**config.mk**
```make
export PLATFORM = sky130hd
export DESIGN_NAME = airtime_priority_burst_pacer_unit
export DESIGN_NICKNAME = d
export VERILOG_FILES = /design/src/apbp_pkg.sv /design/src/apbp_div.sv /design/src/apbp_ctrl.sv /design/src/apbp_dp.sv /design/src/airtime_priority_burst_pacer_unit.sv
export SDC_FILE = /design/constraint.sdc
export NUM_CORES = 1
export LEC_CHECK = 0
export ABC_AREA = 1
export BUFFER_PORTS_ARGS = -buffer_cell sky130_fd_sc_hd__buf_2
export CAP_MARGIN = 20
export CORE_ASPECT_RATIO = 1.5
export CORE_MARGIN = 5
export CORE_UTILIZATION = 34
export DETAILED_ROUTE_END_ITERATION = 12
export GPL_TIMING_DRIVEN = 1
export SLEW_MARGIN = 0
export SYNTH_ARGS = -nofsm -noshare
export SYNTH_HDL_FRONTEND = slang
export SYNTH_SLANG_ARGS = --single-unit
```
**constraint.sdc**
```tcl
create_clock -name clk -period 6.43 [get_ports clk]
set_clock_uncertainty 0.2 [all_clocks]
set_input_delay 1.929 -clock clk [delete_from_list [all_inputs] [get_ports clk]]
set_output_delay 1.929 -clock clk [all_outputs]
set_load 0.005 [all_outputs]
```
**src/apbp_pkg.sv**
```systemverilog
// shared types and constants for the airtime priority burst pacer
// no dependencies
package apbp_pkg;

	localparam int TIME_W = 32;
	localparam int CNT_W  = 5;
	localparam int LEN_W  = 8;
	localparam int CLS_W  = 2;
	localparam int MASK_W = 4;
	localparam int HOLD_W = 3;
	localparam int IDX_W  = 4;
	localparam int CMD_W  = 3;

	localparam logic [CMD_W-1:0] CMD_TICK   = 3'd0;
	localparam logic [CMD_W-1:0] CMD_START  = 3'd1;
	localparam logic [CMD_W-1:0] CMD_REPORT = 3'd2;
	localparam logic [CMD_W-1:0] CMD_CLAIM  = 3'd3;

	typedef enum logic [1:0] {
		ST_IDLE,
		ST_EXEC,
		ST_DIV
	} apbp_state_t;

	typedef struct packed {
		logic cap;
		logic upd;
		logic div_go;
		logic commit;
	} dp_cmd_t;

	typedef struct packed {
		logic start_ok;
		logic div_done;
		logic out_full;
	} dp_sts_t;

endpackage

```
**src/apbp_div.sv**
```systemverilog
// restoring divider, one quotient bit per cycle, for the pacing interval
// depends on apbp_pkg
module apbp_div import apbp_pkg::*; (
	input  logic              clk,
	input  logic              arst_n,
	input  logic              go,
	input  logic [TIME_W-1:0] dividend,
	input  logic [CNT_W-1:0]  divisor,
	output logic              done,
	output logic [TIME_W-1:0] quotient
);

	localparam int ITER_W = $clog2(TIME_W + 1);

	logic              busy_q;
	logic              done_q;
	logic [ITER_W-1:0] iter_q;
	logic [CNT_W:0]    rem_q;
	logic [TIME_W-1:0] quo_q;
	logic [CNT_W:0]    rem_sh;
	logic              fits;

	assign rem_sh = {rem_q[CNT_W-1:0], quo_q[TIME_W-1]};
	assign fits   = rem_sh >= {1'b0, divisor};

	always_ff @(posedge clk or negedge arst_n) begin
		if (!arst_n) begin
			busy_q <= 1'b0;
			done_q <= 1'b0;
			iter_q <= '0;
		end else begin
			done_q <= 1'b0;
			if (go) begin
				busy_q <= 1'b1;
				iter_q <= ITER_W'(TIME_W);
			end else if (busy_q) begin
				iter_q <= iter_q - 1'b1;
				if (iter_q == ITER_W'(1)) begin
					busy_q <= 1'b0;
					done_q <= 1'b1;
				end
			end
		end
	end

	always_ff @(posedge clk) begin
		if (go) begin
			rem_q <= '0;
			quo_q <= dividend;
		end else if (busy_q) begin
			rem_q <= fits ? rem_sh - {1'b0, divisor} : rem_sh;
			quo_q <= {quo_q[TIME_W-2:0], fits};
		end
	end

	assign done     = done_q;
	assign quotient = quo_q;

endmodule

```
**src/apbp_ctrl.sv**
```systemverilog
// controller state machine: input acceptance, execute step, divider wait
// depends on apbp_pkg
module apbp_ctrl import apbp_pkg::*; (
	input  logic    clk,
	input  logic    arst_n,
	input  logic    in_valid,
	output logic    in_stall,
	input  logic    out_stall,
	input  dp_sts_t sts,
	output dp_cmd_t ctl
);

	apbp_state_t state_q;
	apbp_state_t state_nx;
	logic        slot_busy;

	// result slot still holds an untaken transfer
	assign slot_busy = sts.out_full && out_stall;

	always_ff @(posedge clk or negedge arst_n) begin
		if (!arst_n) begin
			state_q <= ST_IDLE;
		end else begin
			state_q <= state_nx;
		end
	end

	always_comb begin
		state_nx = state_q;
		case (state_q)
			ST_IDLE: begin
				if (in_valid) state_nx = ST_EXEC;
			end
			ST_EXEC: begin
				if (!slot_busy) state_nx = sts.start_ok ? ST_DIV : ST_IDLE;
			end
			ST_DIV: begin
				if (sts.div_done) state_nx = ST_IDLE;
			end
			default: state_nx = ST_IDLE;
		endcase
	end

	always_comb begin
		in_stall = 1'b1;
		ctl      = '0;
		case (state_q)
			ST_IDLE: begin
				in_stall = 1'b0;
				ctl.cap  = in_valid;
			end
			ST_EXEC: begin
				ctl.div_go = sts.start_ok && !slot_busy;
				ctl.upd    = !sts.start_ok && !slot_busy;
			end
			ST_DIV: begin
				ctl.commit = sts.div_done;
			end
			default: begin
				in_stall = 1'b1;
			end
		endcase
	end

endmodule

```
**src/apbp_dp.sv**
```systemverilog
// datapath: input capture, burst and counter state, holder logic, result register
// depends on apbp_pkg and apbp_div
module apbp_dp import apbp_pkg::*; #(
	parameter int MAX_FRAGS   = 16,
	parameter int NUM_CLASSES = 4
) (
	input  logic              clk,
	input  logic              arst_n,
	input  dp_cmd_t           ctl,
	output dp_sts_t           sts,
	input  logic [CMD_W-1:0]  cmd,
	input  logic [CLS_W-1:0]  class_id,
	input  logic [TIME_W-1:0] now_us,
	input  logic [CNT_W-1:0]  frag_count,
	input  logic [TIME_W-1:0] window_us,
	input  logic [LEN_W-1:0]  send_len,
	input  logic              send_ok,
	input  logic [MASK_W-1:0] active_mask,
	input  logic              out_stall,
	output logic              out_valid,
	output logic              accepted,
	output logic              send_due,
	output logic [IDX_W-1:0]  frag_index,
	output logic [CLS_W-1:0]  send_class,
	output logic              last_frag,
	output logic [HOLD_W-1:0] holder_class,
	output logic [CNT_W-1:0]  remaining,
	output logic              bursting,
	output logic [TIME_W-1:0] packets,
	output logic [TIME_W-1:0] bytes,
	output logic [TIME_W-1:0] failures
);

	localparam int SEL_W = (NUM_CLASSES > 1) ? $clog2(NUM_CLASSES) : 1;
	localparam int SCAN  = (NUM_CLASSES < MASK_W) ? NUM_CLASSES : MASK_W;
	localparam logic [CNT_W-1:0]  MaxF  = CNT_W'(MAX_FRAGS);
	localparam logic [HOLD_W-1:0] IdleH = HOLD_W'(NUM_CLASSES);

	logic [CMD_W-1:0]  cmd_q;
	logic [CLS_W-1:0]  cls_q;
	logic [TIME_W-1:0] now_q;
	logic [CNT_W-1:0]  cnt_q;
	logic [TIME_W-1:0] win_q;
	logic [LEN_W-1:0]  len_q;
	logic              ok_q;
	logic [MASK_W-1:0] mask_q;

	logic [TIME_W-1:0] pkt_q  [NUM_CLASSES];
	logic [TIME_W-1:0] byt_q  [NUM_CLASSES];
	logic [TIME_W-1:0] fail_q [NUM_CLASSES];
	logic [CLS_W-1:0]  owner_q;
	logic [CNT_W-1:0]  total_q;
	logic [CNT_W-1:0]  done_q;
	logic [TIME_W-1:0] intv_q;
	logic [TIME_W-1:0] due_q;

	logic              out_valid_q;
	logic              acc_q, sdue_q, last_q, bact_q;
	logic [IDX_W-1:0]  fidx_q;
	logic [CLS_W-1:0]  scls_q;
	logic [HOLD_W-1:0] hold_q;
	logic [CNT_W-1:0]  rem_q;
	logic [TIME_W-1:0] pkt_out_q, byt_out_q, fail_out_q;

	logic              div_done;
	logic [TIME_W-1:0] quotient;

	logic              in_burst, start_ok, cls_ok, tick_fire, last_nx;
	logic [TIME_W-1:0] lag;
	logic [CNT_W-1:0]  inc_done, nx_total, nx_done;
	logic              nx_active;
	logic [SEL_W-1:0]  sel;
	logic              found;
	logic [CLS_W-1:0]  hidx;
	logic              claim_ok;
	logic              rep_ok, rep_fail;
	logic [TIME_W-1:0] pkt_nx, byt_nx, fail_nx;
	logic              load;

	apbp_div u_div (
		.clk      (clk),
		.arst_n   (arst_n),
		.go       (ctl.div_go),
		.dividend (win_q),
		.divisor  (cnt_q),
		.done     (div_done),
		.quotient (quotient)
	);

	always_ff @(posedge clk) begin
		if (ctl.cap) begin
			cmd_q  <= cmd;
			cls_q  <= class_id;
			now_q  <= now_us;
			cnt_q  <= frag_count;
			win_q  <= window_us;
			len_q  <= send_len;
			ok_q   <= send_ok;
			mask_q <= active_mask;
		end
	end

	assign in_burst  = (total_q != '0) && (done_q < total_q);
	assign start_ok  = (cmd_q == CMD_START) && !in_burst && (cnt_q != '0) && (cnt_q <= MaxF);
	assign cls_ok    = int'(cls_q) < NUM_CLASSES;
	assign sel       = SEL_W'(cls_q);
	assign lag       = now_q - due_q;
	assign tick_fire = (cmd_q == CMD_TICK) && in_burst && !lag[TIME_W-1];
	assign inc_done  = done_q + 1'b1;
	assign last_nx   = inc_done >= total_q;
	assign load      = ctl.upd || ctl.commit;

	always_comb begin
		found = 1'b0;
		hidx  = '0;
		for (int i = SCAN - 1; i >= 0; i--) begin
			if (mask_q[i]) begin
				found = 1'b1;
				hidx  = CLS_W'(i);
			end
		end
	end

	assign claim_ok = !found || (hidx >= cls_q);

	always_comb begin
		nx_total = total_q;
		nx_done  = done_q;
		if (ctl.commit) begin
			nx_total = cnt_q;
			nx_done  = '0;
		end else if (tick_fire) begin
			if (last_nx) begin
				nx_total = '0;
				nx_done  = '0;
			end else begin
				nx_done = inc_done;
			end
		end
	end

	assign nx_active = (nx_total != '0) && (nx_done < nx_total);

	assign rep_ok   = ctl.upd && (cmd_q == CMD_REPORT) && cls_ok && ok_q;
	assign rep_fail = ctl.upd && (cmd_q == CMD_REPORT) && cls_ok && !ok_q;
	assign pkt_nx   = pkt_q[sel] + TIME_W'(rep_ok);
	assign byt_nx   = byt_q[sel] + (rep_ok ? TIME_W'(len_q) : '0);
	assign fail_nx  = fail_q[sel] + TIME_W'(rep_fail);

	always_ff @(posedge clk or negedge arst_n) begin
		if (!arst_n) begin
			for (int i = 0; i < NUM_CLASSES; i++) begin
				pkt_q[i]  <= '0;
				byt_q[i]  <= '0;
				fail_q[i] <= '0;
			end
			owner_q <= '0;
			total_q <= '0;
			done_q  <= '0;
			intv_q  <= '0;
			due_q   <= '0;
		end else begin
			if (rep_ok) begin
				pkt_q[sel] <= pkt_nx;
				byt_q[sel] <= byt_nx;
			end
			if (rep_fail) begin
				fail_q[sel] <= fail_nx;
			end
			if (ctl.commit) begin
				owner_q <= cls_q;
				intv_q  <= quotient;
				due_q   <= now_q;
			end else if (ctl.upd && tick_fire) begin
				due_q <= due_q + intv_q;
			end
			if (load) begin
				total_q <= nx_total;
				done_q  <= nx_done;
			end
		end
	end

	always_ff @(posedge clk or negedge arst_n) begin
		if (!arst_n) begin
			out_valid_q <= 1'b0;
		end else if (load) begin
			out_valid_q <= 1'b1;
		end else if (!out_stall) begin
			out_valid_q <= 1'b0;
		end
	end

	always_ff @(posedge clk) begin
		if (load) begin
			acc_q      <= ctl.commit || (cmd_q == CMD_CLAIM && claim_ok);
			sdue_q     <= ctl.upd && tick_fire;
			fidx_q     <= (ctl.upd && tick_fire) ? done_q[IDX_W-1:0] : '0;
			scls_q     <= (ctl.upd && tick_fire) ? owner_q : '0;
			last_q     <= ctl.upd && tick_fire && last_nx;
			hold_q     <= found ? HOLD_W'(hidx) : IdleH;
			rem_q      <= nx_active ? nx_total - nx_done : '0;
			bact_q     <= nx_active;
			pkt_out_q  <= cls_ok ? pkt_nx : '0;
			byt_out_q  <= cls_ok ? byt_nx : '0;
			fail_out_q <= cls_ok ? fail_nx : '0;
		end
	end

	assign sts.start_ok = start_ok;
	assign sts.div_done = div_done;
	assign sts.out_full = out_valid_q;

	assign out_valid    = out_valid_q;
	assign accepted     = acc_q;
	assign send_due     = sdue_q;
	assign frag_index   = fidx_q;
	assign send_class   = scls_q;
	assign last_frag    = last_q;
	assign holder_class = hold_q;
	assign remaining    = rem_q;
	assign bursting     = bact_q;
	assign packets      = pkt_out_q;
	assign bytes        = byt_out_q;
	assign failures     = fail_out_q;

	a_one_load: assert property (@(posedge clk) disable iff (!arst_n)
		!(ctl.upd && ctl.commit))
		else $error("update and commit in the same cycle");

	a_slot_free: assert property (@(posedge clk) disable iff (!arst_n)
		load |-> (!out_valid_q || !out_stall))
		else $error("result loaded over an untaken transfer");

	a_idle_clear: assert property (@(posedge clk) disable iff (!arst_n)
		(total_q == '0) |-> (done_q == '0))
		else $error("fragment count left without a burst");

	a_total_max: assert property (@(posedge clk) disable iff (!arst_n)
		total_q <= MaxF)
		else $error("burst length above limit");

	a_commit_div: assert property (@(posedge clk) disable iff (!arst_n)
		ctl.commit |-> $past(div_done || ctl.commit) || div_done)
		else $error("burst committed without quotient");

endmodule

```
**src/airtime_priority_burst_pacer_unit.sv**
```systemverilog
// ticks, reports, claims and reads pass through the input register and then the result register;
// a burst start also waits in the divider state for the 32-step one-bit-per-cycle interval divider
// a new input transfer is taken only once the previous one has loaded its result or committed its burst
// the result register lets the next input transfer in while a result waits
// reset (arst_n low): counters and burst state clear to zero, no result pending
// depends on apbp_pkg, apbp_ctrl, apbp_dp, apbp_div
module airtime_priority_burst_pacer_unit import apbp_pkg::*; #(
	parameter int MAX_FRAGS   = 16,
	parameter int NUM_CLASSES = 4
) (
	input  logic              clk,
	input  logic              arst_n,
	input  logic              in_valid,
	output logic              in_stall,
	input  logic [CMD_W-1:0]  cmd,
	input  logic [CLS_W-1:0]  class_id,
	input  logic [TIME_W-1:0] now_us,
	input  logic [CNT_W-1:0]  frag_count,
	input  logic [TIME_W-1:0] window_us,
	input  logic [LEN_W-1:0]  send_len,
	input  logic              send_ok,
	input  logic [MASK_W-1:0] active_mask,
	output logic              out_valid,
	input  logic              out_stall,
	output logic              accepted,
	output logic              send_due,
	output logic [IDX_W-1:0]  frag_index,
	output logic [CLS_W-1:0]  send_class,
	output logic              last_frag,
	output logic [HOLD_W-1:0] holder_class,
	output logic [CNT_W-1:0]  remaining,
	output logic              bursting,
	output logic [TIME_W-1:0] packets,
	output logic [TIME_W-1:0] bytes,
	output logic [TIME_W-1:0] failures
);

	dp_cmd_t ctl;
	dp_sts_t sts;

	apbp_ctrl u_ctrl (
		.clk       (clk),
		.arst_n    (arst_n),
		.in_valid  (in_valid),
		.in_stall  (in_stall),
		.out_stall (out_stall),
		.sts       (sts),
		.ctl       (ctl)
	);

	apbp_dp #(
		.MAX_FRAGS   (MAX_FRAGS),
		.NUM_CLASSES (NUM_CLASSES)
	) u_dp (
		.clk          (clk),
		.arst_n       (arst_n),
		.ctl          (ctl),
		.sts          (sts),
		.cmd          (cmd),
		.class_id     (class_id),
		.now_us       (now_us),
		.frag_count   (frag_count),
		.window_us    (window_us),
		.send_len     (send_len),
		.send_ok      (send_ok),
		.active_mask  (active_mask),
		.out_stall    (out_stall),
		.out_valid    (out_valid),
		.accepted     (accepted),
		.send_due     (send_due),
		.frag_index   (frag_index),
		.send_class   (send_class),
		.last_frag    (last_frag),
		.holder_class (holder_class),
		.remaining    (remaining),
		.bursting     (bursting),
		.packets      (packets),
		.bytes        (bytes),
		.failures     (failures)
	);

endmodule
```
==> impl_metrics.ini, run 1 <==
[clock_tree]
cts_tree = built
clkSlewWorstSetupHoldPaths_ps = 70
ctsHoldBuffers = 0
cts.root.buffer_cell = clkbuf_16
cts_buffer_depth = 3
cts.sinks = 709
htree_levels = 3
clkLatencyLatePin_ps = 660
cts_setup_buffers = 0
cts-buffers-inserted = 76
cts_resized = 0

[detailed_routing]
wirelength_um = 102000
wl_per_cell_um = 18.7
firstDrtPassIters = 5
ant_nets = 0
drtIter0Drc = 1936
vias = 26700
drc = 0
via_per_inst = 4.91

[worst_setup_path]
slowest_delay_ps = 850
cp-end-kind = flip-flop
reg2regPathDepth = 12
worstSetupStartpoint = u_dp.cls_q[0]$_DFFE_PP_
r2r-end = u_dp.bytes[20]$_DFFE_PP_
r2r_setup_slack_ps = 1470
crit_chain = nor2_4 -> inv_2 -> o22ai_1 -> a221oi_1 -> ha_1 -> inv_1 -> o311ai_1 -> nand2_2 -> nor3_2 -> nand4_1 -> nand2_2 -> inv_1
path_class = flip-flop to flip-flop
required_ps = 6650
crit_fanout = 23
endpoint = u_dp.bytes[20]$_DFFE_PP_
critical_path_arrival_ps = 5190
slowest_stage = nor2_4
cp-start-kind = flip-flop
r2r_start = u_dp.cls_q[0]$_DFFE_PP_

[sta]
hold_viol_final = 0
finalSetupViolations = 0
slew_violations = 0
period_minus_slack_ps = 4960
fin_ws_ps = 1470
fmaxAchievable_ghz = 0.202
slew_headroom = 0.311
fin_setup_tns_ps = 0
worst_pin_slew_ps = 1030
min_period_over_period = 0.772
rsz0062_at_grt = false

[synthesis]
synthTopCellsByArea = dfrtp_1 (34%), edfxtp_1 (20%), nand2_1 (15%)
syn_area_per_cell_um2 = 8.97
yosysTopAreaCell = dfrtp_1
synth_ff_type = dfrtp_1
seq_area_frac_synth = 0.543
synth.distinct_cells = 64
synthArstFlopShare = 0.664
synth_edf_count = 233
netlist_area_um2 = 34800
ys_warn_count = 0
syn_inst = 3879
ys_ff_latch = 709
syn_nets = 4072
post-synth-top-area-fraction = 0.339

[die]
io_pins = 207
start_util = 0.343
chipWidth_um = 271
fp.dieH_um = 402
rows = 143
dieArea_um2 = 109000
core_region_area_um2 = 101000

[power]
p_total_mw = 16.5
leakage_nw = 18.9
power_density_nw_per_um2 = 415
ir_drop_mv = 0.219

[global_routing]
grt_pass1_vias = 26900
gr-total-overflow = 0
grt_antenna_before_repair = 2
grt_pass1_wl_um = 157000
grt_max_degree = 105
track_usage = 0.184

[cells_and_area]
drive_gt1_frac = 0.136
nFillCells = 10200
largestRegisters = u_dp.byt_q (128), u_dp.fail_q (128), u_dp.pkt_q (128)
syn_to_final_growth_pct = 14.4
finalNetCount = 4250
multi_input_area_um2 = 13700
mostFrequentLayoutCells = nand2_1 (1347), dfrtp_1 (471), inv_1 (415), edfxtp_1 (233), o21ai_0 (224)
register_area_um2 = 18900
mostFrequentLayoutCell = nand2_1

[status]
status = completed

[placed_design]
gp_congestion = 0.920
numPortBuffers = 206
pre_cts_ws_ps = 813
place_hpwl_um = 68600

[run]
drv_cap = 0

[hold_path]
hold_path.class = flip-flop to flip-flop
==> worst max-delay path: cells and delay by family, from the launching register on <==
kind / cells / cell delay, ps
flip-flops: 1 / 660
AO/OA/AOI/OAI: 3 / 1070
adder cells (fa/ha/maj): 1 / 360
AND/OR/NAND/NOR: 5 / 1900
buffers and inverters: 3 / 510
==> cell type report <==
class | count | area share
Clock buffer | 102 | 0.0530
Tap cell | 1305 | 0.0410
Sequential cell | 709 | 0.474
Multi-Input combinational cell | 2594 | 0.343
Clock inverter | 38 | 0.0117
Antenna cell | 2 | 0.000126
Timing Repair Buffer | 244 | 0.0355
Inverter | 432 | 0.0409
==> Yosys cell counts, types with 32 or more instances <==
cell type / count
o21ai_1: 65
xor2_1: 41
nor2_1: 165
a21oi_1: 129
inv_1: 418
edfxtp_1: 233
xor2_2: 32
nand2_2: 40
clkbuf_1: 81
buf_2: 34
o21ai_0: 224
nand2_1: 1347
o22ai_1: 56
ha_1: 98
dfrtp_1: 471
nand3_1: 87
==> worst min path at each step <==
| stage | from | endpoint | slack [ps] | cells after the start |
|---|---|---|---|---|
| 3_3_place_gp | u_dp.u_div.done$_DFF_PN0_ | u_ctrl.state_q[1]$_DFFE_PN0P_ | 240 | 1 |
| 3_5_place_dp | u_dp.u_div.done$_DFF_PN0_ | u_ctrl.state_q[1]$_DFFE_PN0P_ | 240 | 1 |
| 2_1_floorplan | u_dp.u_div.done$_DFF_PN0_ | u_ctrl.state_q[1]$_DFFE_PN0P_ | 220 | 1 |
| 6_report | u_dp.u_div.done$_DFF_PN0_ | u_ctrl.state_q[1]$_DFFE_PN0P_ | 250 | 1 |
| 5_1_grt | u_dp.u_div.done$_DFF_PN0_ | u_ctrl.state_q[1]$_DFFE_PN0P_ | 260 | 1 |
| 4_1_cts | u_dp.u_div.done$_DFF_PN0_ | u_ctrl.state_q[1]$_DFFE_PN0P_ | 250 | 1 |
==> logic make-up after synthesis <==
kind of cell    share of synthesized area
fa+ha+maj                          0.0375
flops                               0.543
compound gates                      0.109
simple gates                        0.208
xor+xnor                           0.0356
buf+inv                            0.0670
==> metrics by stage <==
step	cell area (µm²)	hold WS [ps]	instances	util
finish	39800	252	5426	0.392
global route	39800	262	5424	0.392
CTS	39800	255	5424	0.392
detailed placement	37200	245	5284	0.367
global placement	37200	242	5284	0.367
floorplan	34800	222	3879	-
==> routing by layer <==
layer | up-vias | global-route usage | wire, µm
met1 | 12800 | 0.217 | 40100
met2 | 705 | 0.330 | 51800
met3 | 202 | 0.0294 | 4910
met5 | - | 0 | 0
met4 | 0 | 0.0845 | 4810
li1 | 12900 | - | -
==> power by group <==
group          switching, mW  internal, mW  leakage (nW)
registers              0.619          6.20          7.98
clock network           1.95          2.62          1.26
logic                   3.44          1.69          9.71
total                   6.00          10.5          18.9
(Power assumes the default switching activity.)
==> run 2: changes to the inputs <==
==> constraint.sdc (replaced) <==
create_clock -name clk -period 5.1 [get_ports clk]
set_clock_uncertainty 0.2 [all_clocks]
set_input_delay 1.53 -clock clk [delete_from_list [all_inputs] [get_ports clk]]
set_output_delay 1.53 -clock clk [all_outputs]
set_load 0.005 [all_outputs]
==> impl_metrics.ini, run 2 (same netlist as run 1, synthesis figures left out) <==
[status]
status = completed

[worst_setup_path]
path_buf_inv = 4
crit_chain = inv_1 -> ha_1 -> a21oi_1 -> o2111ai_1 -> nand2_1 -> inv_1 -> nor2_2 -> nand4_1 -> buf_4 -> nor2_1 -> ha_1 -> a21oi_1 -> o311ai_1 -> nand2_2 -> nor3_2 -> nand4_1 -> nand2_2 -> inv_1
r2r-end = u_dp.bytes[20]$_DFFE_PP_
reg2regPathDepth = 18
required_ps = 5320
critPathTopFamily = simple AND/OR/NAND/NOR gates
r2r_start = u_dp.total_q[2]$_DFFE_PN0P_
cp-end-kind = flip-flop
path_class = flip-flop to flip-flop
slowest_delay_ps = 570
crit_fanout = 10
slowest_stage = o311ai_1
crit_path_frequent_cell = inv_1
critical_path_arrival_ps = 4730
cp-start-kind = flip-flop
r2r_setup_slack_ps = 580

[clock_tree]
cts.sinks = 709
ctsHoldBuffers = 0
cts_tree = built
cts.root.buffer_cell = clkbuf_16
clkLatencyLatePin_ps = 660
cts-buffers-inserted = 76
htree_levels = 3
cts_buffer_depth = 3
cts_resized = 0
clkSlewWorstSetupHoldPaths_ps = 60
cts_setup_buffers = 0

[global_routing]
grt_pass1_vias = 27100
gr-total-overflow = 0
track_usage = 0.185
grt_pass1_wl_um = 159000
grt_max_degree = 105
grt_antenna_before_repair = 1

[sta]
worst_pin_slew_ps = 992
fmaxAchievable_ghz = 0.221
slew_violations = 0
hold_viol_final = 0
slew_headroom = 0.339
rsz0062_at_grt = false
min_period_over_period = 0.886
period_minus_slack_ps = 4520
finalSetupViolations = 0
fin_hold_ws_ps = 271

[detailed_routing]
vias = 26600
drtIter0Drc = 1870
firstDrtPassIters = 6
drc = 0
wl_per_cell_um = 18.8
ant_nets = 0
via_per_inst = 4.90
wirelength_um = 102000

[placed_design]
place_hpwl_um = 70600
numPortBuffers = 206
gp_congestion = 0.945
dpl.cell_count = 5300
dpl_cell_area_um2 = 37400

[die]
fp.dieH_um = 402
start_util = 0.343
dieArea_um2 = 109000
chipWidth_um = 271
io_pins = 207
rows = 143
core_region_area_um2 = 101000

[cells_and_area]
syn_to_final_growth_pct = 15.2
mostFrequentLayoutCells = nand2_1 (1347), dfrtp_1 (471), inv_1 (416), edfxtp_1 (233), o21ai_0 (224)
drive_gt1_frac = 0.141
final_design_area_no_fill_um2 = 40100
n_antenna_cell = 0
largestRegisters = u_dp.byt_q (128), u_dp.fail_q (128), u_dp.pkt_q (128)
post-route-util = 0.395
stdcell_count = 5440
finalNetCount = 4266
mostFrequentLayoutCell = nand2_1

[power]
power_density_nw_per_um2 = 525
ir_drop_mv = 0.355
p_total_mw = 21.0
leakage_nw = 19.1

[hold_path]
whs_path_depth = 2
hp-start = u_dp.fail_q[14]$_DFFE_PN0P_
hold_path.class = flip-flop to flip-flop
hold_path_end = u_dp.fail_q[14]$_DFFE_PN0P_

[run]
drv_cap = 0
## run 2: area by class of cell
cell class / count / area [µm²]
Fill cell: 10100 / 61400
Tap cell: 1305 / 1630
Multi-Input combinational cell: 2594 / 13700
Inverter: 432 / 1630
Clock inverter: 46 / 576
Sequential cell: 709 / 18900
Clock buffer: 94 / 2080
Timing Repair Buffer: 260 / 1620
## run 2: worst max path at each step
stage                                           start                        to  slack [ps]  cells after the start
after global routing      u_dp.total_q[3]$_DFFE_PN0P_  u_dp.bytes[22]$_DFFE_PP_         130                     20
after global placement                      out_stall  u_dp.bytes[20]$_DFFE_PP_          40                     15
after detailed placement                    out_stall  u_dp.bytes[20]$_DFFE_PP_         -20                     15
after floorplan                              in_valid   u_dp.cls_q[0]$_DFFE_PP_         630                      2
final                     u_dp.total_q[2]$_DFFE_PN0P_  u_dp.bytes[20]$_DFFE_PP_         580                     18
after CTS                 u_dp.total_q[2]$_DFFE_PN0P_  u_dp.bytes[22]$_DFFE_PP_         510                     18
## run 2: metal layers
layer  global-route usage  vias to the layer above  part of all wire
met4               0.0698                        2             0.036
met5                    0                        -           0.00013
li1                     -                    13000                 -
met3               0.0279                      183             0.046
met1                0.217                    12800              0.40
met2                0.340                      660              0.52
## run 2: power by group
part | leakage, nW | switching, mW | internal [mW]
Sequential | 7.98 | 0.750 | 7.81
Clock | 1.29 | 2.49 | 3.42
Combinational | 9.82 | 4.38 | 2.18
Total | 19.1 | 7.63 | 13.4
## run 2: per-stage QoR
step,setup slack (ps),setup TNS (ps)
final,583,0
after global routing,125,0
after CTS,508,0
after detailed placement,-24.1,-24.1
after global placement,42.4,0
after floorplan,629,0
## run 2: worst register-to-register path, cell delays in order, from the launching register on
cell	delay [ps]
dfrtp_1	420
inv_1	100
ha_1	300
a21oi_1	140
o2111ai_1	150
nand2_1	160
inv_1	90
nor2_2	160
nand4_1	220
buf_4	290
nor2_1	120
ha_1	230
a21oi_1	100
o311ai_1	570
nand2_2	290
nor3_2	370
nand4_1	160
nand2_2	180
inv_1	60
